`config.mk`:
```
export PLATFORM = sky130hd
export DESIGN_NAME = adaptable_priority_queue
export DESIGN_NICKNAME = d
export VERILOG_FILES = /design/src/rtl/aprq_pkg.sv /design/src/rtl/adaptable_priority_queue.sv
export SDC_FILE = /design/constraint.sdc
export NUM_CORES = 2
export LEC_CHECK = 0
export BUFFER_PORTS_ARGS = -buffer_cell sky130_fd_sc_hd__buf_2
export CAP_MARGIN = 20
export CORE_ASPECT_RATIO = 1.2
export CORE_UTILIZATION = 57
export DETAILED_ROUTE_END_ITERATION = 10
export HOLD_SLACK_MARGIN = 0.05
export PLACE_DENSITY = 0.79
export SYNTH_ARGS = -nofsm -noshare
export SYNTH_HDL_FRONTEND = slang
export SYNTH_SLANG_ARGS = --single-unit
```
`constraint.sdc`:
```
create_clock -name clk -period 5.9 [get_ports clk]
set_input_delay 0.295 -clock clk [delete_from_list [all_inputs] [get_ports clk]]
set_output_delay 0.295 -clock clk [all_outputs]
set_load 0.02 [all_outputs]
```
`src/rtl/aprq_pkg.sv`:
```
// Shared constants and types of the adaptable priority queue.
package aprq_pkg;

	// Default size of the queue and default stored key width.
	localparam int DEPTH_DEF     = 16;
	localparam int KEY_WIDTH_DEF = 32;

	// Fixed field widths of the stream items.
	localparam int FUNC_W    = 3;
	localparam int DATA_W    = 32;
	localparam int HANDLE_W  = 4;
	localparam int COUNT_W   = 5;
	localparam int S_TDATA_W = 72;
	localparam int M_TDATA_W = 80;

	// Operation codes carried in the input tuser.
	localparam logic [FUNC_W-1:0] OP_INSERT  = 3'd0;
	localparam logic [FUNC_W-1:0] OP_REM_MIN = 3'd1;
	localparam logic [FUNC_W-1:0] OP_REM_HND = 3'd2;
	localparam logic [FUNC_W-1:0] OP_REPLACE = 3'd3;
	localparam logic [FUNC_W-1:0] OP_PEEK    = 3'd4;

	// Result status codes.
	typedef enum logic [1:0] {
		ST_OK    = 2'd0,
		ST_EMPTY = 2'd1,
		ST_FULL  = 2'd2,
		ST_BADH  = 2'd3
	} status_t;

endpackage

```
`src/rtl/adaptable_priority_queue.sv`:
```
// Adaptable priority queue kept as a sorted list in a memory with one read and one write port.
//
//  Channel | Direction | Fields (low bit first)                        | Handshake
//  --------+-----------+-----------------------------------------------+---------------
//  s_      | in        | tuser: func; tdata: key, payload, handle      | s_tvalid/ready
//  m_      | out       | tdata: status, new_handle, min_valid,         | m_tvalid/ready
//          |           |        min_key, min_payload, count            |
//
// Sequencing: each operation is run by a small sequencer around one memory
// read port, one write port and one signed key comparator. Peek and every
// error case read the minimum and then load the result register. A removal
// walks the list, taking every held entry in turn (read, then compare and
// move back by one). An insert first searches for the lowest free handle at
// one handle a cycle, then shifts larger entries up, one read and one write
// per entry moved. A replace is a removal followed by an insert.
// Reset clears the count, the handle-in-use bits and the result register at
// once; the entry memory is not cleared, as only entries below the count are
// ever used. The block takes a new item only when the sequencer is idle; a
// finished result waits in the output register, and the sequencer stalls in
// its last state only if an earlier result has still not been taken.
module adaptable_priority_queue
	import aprq_pkg::*;
#(
	parameter int DEPTH     = DEPTH_DEF,
	parameter int KEY_WIDTH = KEY_WIDTH_DEF
) (
	input  logic                 clk,
	input  logic                 arst_n,
	input  logic                 s_tvalid,
	output logic                 s_tready,
	// key [31:0], payload [63:32], handle [67:64], zero fill [71:68]
	input  logic [S_TDATA_W-1:0] s_tdata,
	// func [2:0]
	input  logic [FUNC_W-1:0]    s_tuser,
	output logic                 m_tvalid,
	input  logic                 m_tready,
	// status [1:0], new_handle [5:2], min_valid [6], min_key [38:7],
	// min_payload [70:39], count [75:71], zero fill [79:76]
	output logic [M_TDATA_W-1:0] m_tdata
);

	// Width of a handle or an entry address, and of a count up to DEPTH.
	localparam int HW = $clog2(DEPTH);
	localparam int CW = $clog2(DEPTH + 1);

	typedef struct packed {
		logic [KEY_WIDTH-1:0] key;
		logic [DATA_W-1:0]    payload;
		logic [HW-1:0]        hnd;
	} entry_t;

	typedef enum logic [2:0] {
		S_IDLE,
		S_RM_RD,
		S_RM_PROC,
		S_HFIND,
		S_INS_RD,
		S_INS_PROC,
		S_MIN_RD,
		S_FIN
	} state_t;

	state_t               state_q;
	logic [FUNC_W-1:0]    op_q;
	logic [KEY_WIDTH-1:0] key_q;
	logic [DATA_W-1:0]    pay_q;
	logic [HW-1:0]        hidx_q;
	logic [HW-1:0]        nh_q;
	logic [HW-1:0]        hcnt_q;
	status_t              status_q;
	logic [CW-1:0]        count_q;
	logic [CW-1:0]        j_q;
	logic [CW-1:0]        i_q;
	logic                 found_q;
	logic [DEPTH-1:0]     in_use_q;

	// Result register.
	logic                 m_tvalid_q;
	status_t              out_status_q;
	logic [HANDLE_W-1:0]  out_nh_q;
	logic                 out_minv_q;
	logic [DATA_W-1:0]    out_mink_q;
	logic [DATA_W-1:0]    out_minp_q;
	logic [COUNT_W-1:0]   out_cnt_q;

	// Entry memory with a registered read port.
	entry_t               mem_q [DEPTH];
	entry_t               rd_q;
	logic                 we;
	logic [HW-1:0]        waddr;
	logic [HW-1:0]        raddr;
	entry_t               wdata;

	// Input decode.
	logic [DATA_W-1:0]    key_in;
	logic [63:0]          key_sx;
	logic [KEY_WIDTH-1:0] key_conv;
	logic [8:0]           h_ext;
	logic [HW-1:0]        h_idx;
	logic                 h_valid;
	logic                 accept;

	// Loop helpers.
	logic [CW-1:0]        j_m1;
	logic [CW-1:0]        i_m1;
	logic [CW-1:0]        count_m1;
	logic                 rm_match;
	logic                 ins_greater;
	entry_t               new_entry;
	logic [63:0]          min_key_ext;

	assign s_tready = (state_q == S_IDLE);
	assign accept   = s_tvalid && s_tready;

	// The 32-bit key is sign-extended, then kept at the stored key width.
	assign key_in   = s_tdata[31:0];
	assign key_sx   = {{32{key_in[31]}}, key_in};
	assign key_conv = key_sx[KEY_WIDTH-1:0];
	assign h_ext    = 9'(s_tdata[67:64]);
	assign h_idx    = h_ext[HW-1:0];
	assign h_valid  = (h_ext < 9'(DEPTH)) && in_use_q[h_idx];

	assign j_m1      = CW'(j_q - 1'b1);
	assign i_m1      = CW'(i_q - 1'b1);
	assign count_m1  = CW'(count_q - 1'b1);
	assign rm_match  = (op_q == OP_REM_MIN) ? (j_q == '0) : (rd_q.hnd == hidx_q);
	// Equal keys stop the shift, so a new entry lands behind its equals.
	assign ins_greater = $signed(rd_q.key) > $signed(key_q);
	assign new_entry   = '{key: key_q, payload: pay_q, hnd: nh_q};
	// A stored key narrower than 32 bits reads back zero-extended.
	assign min_key_ext = 64'(rd_q.key);

	// Memory port control.
	always_comb begin
		we    = 1'b0;
		waddr = '0;
		wdata = new_entry;
		raddr = '0;
		unique case (state_q)
			S_RM_RD: begin
				raddr = j_q[HW-1:0];
			end
			S_RM_PROC: begin
				// Every entry behind the removed one moves down by one place.
				we    = found_q;
				waddr = j_m1[HW-1:0];
				wdata = rd_q;
			end
			S_INS_RD: begin
				raddr = i_m1[HW-1:0];
				if (i_q == '0) begin
					we    = 1'b1;
					waddr = '0;
				end
			end
			S_INS_PROC: begin
				we    = 1'b1;
				waddr = i_q[HW-1:0];
				wdata = ins_greater ? rd_q : new_entry;
			end
			default: begin
				raddr = '0;
			end
		endcase
	end

	always_ff @(posedge clk) begin
		if (we) begin
			mem_q[waddr] <= wdata;
		end
		rd_q <= mem_q[raddr];
	end

	// Sequencer and result register.
	always_ff @(posedge clk or negedge arst_n) begin
		if (!arst_n) begin
			state_q      <= S_IDLE;
			op_q         <= OP_PEEK;
			key_q        <= '0;
			pay_q        <= '0;
			hidx_q       <= '0;
			nh_q         <= '0;
			hcnt_q       <= '0;
			status_q     <= ST_OK;
			count_q      <= '0;
			j_q          <= '0;
			i_q          <= '0;
			found_q      <= 1'b0;
			in_use_q     <= '0;
			m_tvalid_q   <= 1'b0;
			out_status_q <= ST_OK;
			out_nh_q     <= '0;
			out_minv_q   <= 1'b0;
			out_mink_q   <= '0;
			out_minp_q   <= '0;
			out_cnt_q    <= '0;
		end else begin
			// In the final state a taken result is replaced by the new one there.
			if (m_tvalid_q && m_tready && state_q != S_FIN) begin
				m_tvalid_q <= 1'b0;
			end
			unique case (state_q)
				S_IDLE: begin
					if (accept) begin
						op_q     <= s_tuser;
						key_q    <= key_conv;
						pay_q    <= s_tdata[63:32];
						hidx_q   <= h_idx;
						nh_q     <= '0;
						hcnt_q   <= '0;
						j_q      <= '0;
						found_q  <= 1'b0;
						status_q <= ST_OK;
						priority if (count_q == '0 && s_tuser != OP_INSERT) begin
							status_q <= ST_EMPTY;
							state_q  <= S_MIN_RD;
						end else if (s_tuser == OP_INSERT) begin
							if (count_q == CW'(DEPTH)) begin
								status_q <= ST_FULL;
								state_q  <= S_MIN_RD;
							end else begin
								state_q <= S_HFIND;
							end
						end else if (s_tuser == OP_REM_MIN) begin
							state_q <= S_RM_RD;
						end else if (s_tuser == OP_REM_HND || s_tuser == OP_REPLACE) begin
							if (h_valid) begin
								state_q <= S_RM_RD;
							end else begin
								status_q <= ST_BADH;
								state_q  <= S_MIN_RD;
							end
						end else begin
							// Peek and the unused codes only report.
							state_q <= S_MIN_RD;
						end
					end
				end
				S_RM_RD: begin
					state_q <= S_RM_PROC;
				end
				S_RM_PROC: begin
					if (!found_q && rm_match) begin
						found_q            <= 1'b1;
						in_use_q[rd_q.hnd] <= 1'b0;
					end
					if (j_q == count_m1) begin
						count_q <= count_m1;
						hcnt_q  <= '0;
						state_q <= (op_q == OP_REPLACE) ? S_HFIND : S_MIN_RD;
					end else begin
						j_q     <= CW'(j_q + 1'b1);
						state_q <= S_RM_RD;
					end
				end
				S_HFIND: begin
					// Lowest free handle, one handle per cycle.
					if (!in_use_q[hcnt_q]) begin
						nh_q             <= hcnt_q;
						in_use_q[hcnt_q] <= 1'b1;
						i_q              <= count_q;
						state_q          <= S_INS_RD;
					end else begin
						hcnt_q <= HW'(hcnt_q + 1'b1);
					end
				end
				S_INS_RD: begin
					if (i_q == '0) begin
						count_q <= CW'(count_q + 1'b1);
						state_q <= S_MIN_RD;
					end else begin
						state_q <= S_INS_PROC;
					end
				end
				S_INS_PROC: begin
					if (ins_greater) begin
						i_q     <= i_m1;
						state_q <= S_INS_RD;
					end else begin
						count_q <= CW'(count_q + 1'b1);
						state_q <= S_MIN_RD;
					end
				end
				S_MIN_RD: begin
					state_q <= S_FIN;
				end
				S_FIN: begin
					if (!m_tvalid_q || m_tready) begin
						m_tvalid_q   <= 1'b1;
						out_status_q <= status_q;
						out_nh_q     <= HANDLE_W'(nh_q);
						out_cnt_q    <= COUNT_W'(count_q);
						if (count_q != '0) begin
							out_minv_q <= 1'b1;
							out_mink_q <= min_key_ext[DATA_W-1:0];
							out_minp_q <= rd_q.payload;
						end else begin
							out_minv_q <= 1'b0;
							out_mink_q <= '0;
							out_minp_q <= '0;
						end
						state_q <= S_IDLE;
					end
				end
				default: begin
					state_q <= S_IDLE;
				end
			endcase
		end
	end

	assign m_tvalid = m_tvalid_q;
	assign m_tdata  = {4'b0, out_cnt_q, out_minp_q, out_mink_q, out_minv_q, out_nh_q,
		out_status_q};

	// The count never goes beyond the depth.
	a_count_bound: assert property (@(posedge clk) disable iff (!arst_n)
		count_q <= CW'(DEPTH))
		else $error("entry count above depth");

	// Between operations every held entry owns exactly one handle.
	a_handles_match: assert property (@(posedge clk) disable iff (!arst_n)
		(state_q == S_IDLE) |-> ($countones(in_use_q) == 32'(count_q)))
		else $error("handles in use differ from entry count");

	// The free handle search only runs when a free handle exists.
	a_hfind_free: assert property (@(posedge clk) disable iff (!arst_n)
		(state_q == S_HFIND) |-> ($countones(in_use_q) < DEPTH))
		else $error("handle search with no free handle");

	// An insert lands at or below the current count.
	a_ins_range: assert property (@(posedge clk) disable iff (!arst_n)
		(state_q == S_INS_PROC || state_q == S_INS_RD) |-> (i_q <= count_q))
		else $error("insert position beyond count");

endmodule

```
After elaboration in Yosys (flattened, before gate mapping)
Memories as Yosys holds them, arrays and structs flattened. A register that Yosys moved wholly into a read port is not among the register bits.
Cells that the tools add are included.
{"block": "totals", "regBits": 193, "ramBits": 1088, "input_bits": 79, "out_inout_bits": 82, "wordCells": 163, "n_memories": 1}
{"block": "op_classes", "add_sub_neg": 6, "order_cmp": 7, "n_eq_ne": 26, "n_mux": 65, "n_bitwise": 3, "n_reduce_logical": 35}
{"memory": "mem_q", "depth": 16, "word_bits": 68, "read_ports": 1, "rd_ports_with_merged_regs": 1, "write_ports": 1, "line_no": "adaptable_priority_queue.sv:87", "rtl": "entry_t mem_q [DEPTH];"}
{"operator": "68-bit one-hot mux with 2 select lines", "count": 1}
{"operator": "68-bit 2-to-1 mux", "count": 1}
{"operator": "32-bit 2-to-1 mux", "count": 2}
{"operator": "5-bit 2-to-1 mux", "count": 7}
{"operator": "3-bit 2-to-1 mux", "count": 11}
{"operator": "32-bit > comparator", "count": 1}
{"operator": "16-bit 2-to-1 mux", "count": 2}
{"operator": "16-bit one-hot mux with 2 select lines", "count": 1}
{"operator": "3-bit one-hot mux with 8 select lines", "count": 1}
{"operator": "4-bit one-hot mux with 2 select lines", "count": 3}
{"operator": "4-bit by 5-bit < comparator with 1-bit output, second input constant", "count": 4}
{"operator": "5-bit one-hot mux with 2 select lines", "count": 2}
{"operator": "2-bit != test, second input constant", "count": 9}
{"operator": "3-bit AND reduction", "count": 6}
{"operator": "16-bit bitwise AND", "count": 1}
{"operator": "2-bit 2-to-1 mux", "count": 8}
{"operator": "4-bit 2-to-1 mux", "count": 4}
{"operator": "16-bit NOT", "count": 1}
{"operator": "16-bit OR", "count": 1}
{"operator": "3-bit by 2-bit == test with 1-bit output, second input constant", "count": 5}
{"operator": "5-bit zero test", "count": 3}
{"operator": "5-bit one-hot mux with 3 select lines", "count": 1}
{"operator": "1-bit 2-to-1 mux", "count": 14}
{"operator": "3-bit == test, second input constant", "count": 4}
{"operator": "25 further kinds", "count": 49}

Logic depth before layout (Yosys ltp)
{"block": "logic_depth", "word_depth": 10, "ltp_mapped": 12, "ltp_nobuf": 9}

Least setup slack after synthesis
No wires, ideal clock.
{"block": "synth_path", "path_type": "reg2reg", "startpoint": "register state_q[0]", "endpoint": "memory mem_q[12][0] in the netlist's numbering, enable pin", "setup_ps": 494, "t_arrival_ps": 4422, "required_ps": 5406, "setup_slack_ps": 983, "path_stages_with_launch": 9, "period_less_slack_ps": 4917, "cell_sequence": "dfrtp_1 buf_6 nor2_1 and2_1 clkbuf_1 nand2_1 a221oi_1 nand2_1 nor2_1"}
{"block": "synth_between", "elab_chain_len": 4, "elab_cells_between_ends": 7}
{"element": "from (decl)", "line_no": "adaptable_priority_queue.sv:63", "rtl": "state_t state_q;"}
{"element": "from (signal assigned)", "line_no": "adaptable_priority_queue.sv:250", "rtl": "state_q <= (op_q == OP_REPLACE) ? S_HFIND : S_MIN_RD;"}
{"element": "3-bit == test / 3-bit by 2-bit == test with 1-bit output (equally long branches)", "line_no": "adaptable_priority_queue.sv:139", "rtl": "unique case (state_q)"}
{"element": "1-bit one-hot mux with 3 select lines", "line_no": "adaptable_priority_queue.sv:139"}
{"element": "1-bit 2-to-1 mux", "line_no": "adaptable_priority_queue.sv:168", "rtl": "if (we) begin"}
{"element": "1-bit 2-to-1 mux (implied by the code)", "line_no": "adaptable_priority_queue.sv:169", "rtl": "mem_q[waddr] <= wdata;"}
{"element": "to (decl)", "line_no": "adaptable_priority_queue.sv:87"}
Several ways; a longest one is shown, not always the timed one.

==> results.yml <==
timing:
  max_slew_margin_pct: 27.4
  fin_crit_sh_pct: 79.8
  slew_viol_final: 0
  max_freq_mhz: 212
  finalSetupViolCount: 0
  worstMarginPinSlew_ns: 1.09
  skew_ns: 0.0300
  period_needed_ns: 4.71
  fin_hold_ws_ns: 0.229
  hold_viol_final: 0
  setup_ws_ns: 1.19
  fin_setup_tns_ns: 0
  rsz0062_at_grt: "false"
die:
  start_util_pct: 57.9
  die_w_um: 280
  rows: 121
  core_area_mm2: 0.0911
  dieArea_mm2: 0.0937
  die_y_um: 335
  io_pins: 161
detailed_routing:
  vias: 29027
  viasPerCell: 6.49
  avgRoutedWirePerCell_um: 28.9
  dr.pass1.iters: 6
  drc: 0
  routed_wirelength_mm: 129
  drtAntennaViolNets: 0
  drtIter0Drc: 3273
final_layout:
  seqCellArea_mm2: 0.0389
  drive_gt1_share_pct: 23.9
  area_growth_syn_to_layout_pct: 13.9
  fillers: 5725
  multi_input_area_mm2: 0.0131
  final_cells: 4473
  diodes: 0
  num-nets-final: 3257
clocking:
  clkSinkCount: 1349
  cts_root_buf: "clkbuf_16"
  cts_tree: "done"
  path_clk_slew_ns: 0.07
  clock_path_buffers: 3
  postCtsSetupRepairBufs: 0
  htreeDepth: 3
  cts_buffers: 121
  clkLatencyLatePin_ns: 0.72
global_routing:
  grt_pass1_vias: 30367
  grt_usage_pct: 28.0
  grt_pass1_wl_mm: 191
  overflow: 0
  antenna_found_initial: 0
  grt_max_degree: 144
yosys:
  synth-async-reset-ratio_pct: 14.3
  yosys_most_used_dff: "edfxtp_1"
  ys_top_cells_by_area: "edfxtp_1 62%, mux4_2 12%, dfrtp_1 9.1%"
  syn_area_mm2: 0.0527
  yosysWarnings: 0
  netlist_instances: 2900
  syn_avg_cell_area_um2: 18.2
  synth_cell_types: 71
  ys_seq_area_share_pct: 73.7
  synth-edff-count: 1088
  yosysTopAreaCell: "edfxtp_1"
  synth.top_cell.area_share_pct: 62.0
  ys_seq_elements: 1349
power:
  leakagePower_nw: 20.5
  finalPower_mw: 33.0
  cellPowerDensity_mw_per_mm2: 549
  ir_worst_vdd_uv: 319
critical_path:
  reg2reg_slack_ns: 1.19
  r2r-start: "key_q[29]"
  startpoint: "key_q[29]"
  cpPeakStageDelay_ns: 0.67
  end_kind: "flip-flop"
  cp-start-kind: "flip-flop"
  worst-setup-path-type: "reg2reg"
  cp_max_fo: 31
  required_ns: 6.27
  critPathSlowestCell: "nor4_1"
  critical_path.cell_chain: "inv_1, ha_1, nand4_1, nor4_1, nand3b_1, a31oi_1, or2_1, a21o_4, buf_12, mux2_1"
  critPathArrivalTime_ns: 5.07
placement:
  place_ws_ns: 1.35
  place_inst: 4165
  gp_congestion: 0.895
  io_buffers: 152
  detailedPlacementHpwl_mm: 64.7
status:
  status: "completed"
run:
  drv_cap: 0
hold_path:
  hold_class: "in2async"
-- cell usage after synthesis (all sizes together) (59+ instances only) --
master and number:
edfxtp 1088, nand2 344, mux4 282, dfrtp 192, clkbuf 111, mux2 78
a31oi 77, and2 72, a22o 70, a211oi 69, dfxtp 68, buf 60
o21ai 59
-- metal layers --
metal,GRT usage (%),part of all wire (%)
met5,0,0
met3,4.41,9.0
met2,47.6,51
met4,13.2,4.3
met1,35.4,35
-- critical path: cells and delay by family, from the launching register on --
kind	cells	cell delay, ns
AND/OR/NAND/NOR	4	1.46
AO/OA/AOI/OAI	2	1.18
buffers and inverters	2	0.42
multiplexers	1	0.57
adder cells (fa/ha/maj)	1	0.33
flip-flops	1	0.36
-- path summary, 6_finish.rpt --
path | endpoint | cells past startpoint
max | mem_q[3][20] | 10
max in group asynchronous | key_q[30] | 3
min in group clk | pay_q[26] | 4
min reg2reg | out_minv_q | 1
min | out_minp_q[15] | 2
max reg2reg | mem_q[3][20] | 10
-- state kept, by name (all words and copies together) (netlist names) --
register      cells
mem_q          1088
rd_q             36
key_q            32
min_key_ext      32
out_mink_q       32
out_minp_q       32
pay_q            32
in_use_q         16
count_q           5
i_q               5
j_q               5
out_cnt_q         5
hcnt_q            4
hidx_q            4
nh_q              4
out_nh_q          4
op_q              3
state_q           3
out_status_q      2
status_q          2
found_q           1
m_tvalid          1
out_minv_q        1
-- report_power, final --
part / internal [mW] / total [mW] / leakage, nW / switching, mW
Combinational: 3.86 / 10.3 / 5.57 / 6.46
Sequential: 13.6 / 14.5 / 12.9 / 0.920
Clock: 4.64 / 8.14 / 2.00 / 3.50
Total: 22.1 / 33.0 / 20.5 / 10.9
-- cells in the final DEF, fill, tap and decap left out, drive strengths merged, types with 4 or more instances in the layout --
cell	instances
clkinv	43
nand2b	4
clkinvlp	8
inv	58
o21ai	59
a22o	70
nand3	12
nor2	56
conb	4
a31oi	77
edfxtp	1088
a21oi	24
dlygate4sd3	74
nor3	15
dfxtp	68
mux2	78
nor4	5
mux4	282
and2	72
buf	205
a32o	9
ha	44
a211oi	69
o2bb2ai	4
o21a	5
a21o	5
xnor2	12
bufinv	17
or2	4
nand4	11
a22oi	5
xor2	8
clkbuf	155
nand2	344
nor2b	8
dfrtp	192
-- metrics by stage --
| step | util (%) | instance area (um^2) |
|---|---|---|
| finish | 65.9 | 60100 |
| detailed placement | 60.5 | 55200 |
| global placement | 60.5 | 55200 |
| CTS | 65.9 | 60000 |
| floorplan | - | 52700 |
| global route | 65.9 | 60100 |
-- what timing repair did --
action                     4_1_cts  5_1_grt
setup endpoints to repair        0        0
hold buffers                    74        0
hold endpoints to repair       167        0
gates resized for setup          0        0
-- logic make-up (layout without fill, tap and decap cells) --
kind of cell / after synthesis / after routing / share of synthesized area, %
fa+ha+maj: 44 / 44 / 1.04
buf+inv: 220 / 560 / 1.80
simple gates: 551 / 551 / 4.64
flops: 1349 / 1349 / 73.7
other cells: 1 / 4 / 0.00711
compound gates: 353 / 353 / 4.71
xor+xnor: 20 / 20 / 0.332
mux: 362 / 362 / 13.8
-- cell type report --
class                   instances  share of cell area [%]
flip-flops and latches       1349                    64.7
well taps                    1230                    2.56
clock buffers                 155                    5.39
repair buffers                279                    3.74
multi-input cells            1334                    21.8
inverters                      49                   0.306
clock inverters                77                    1.47
Note: power is estimated with default switching activity, not from simulation.
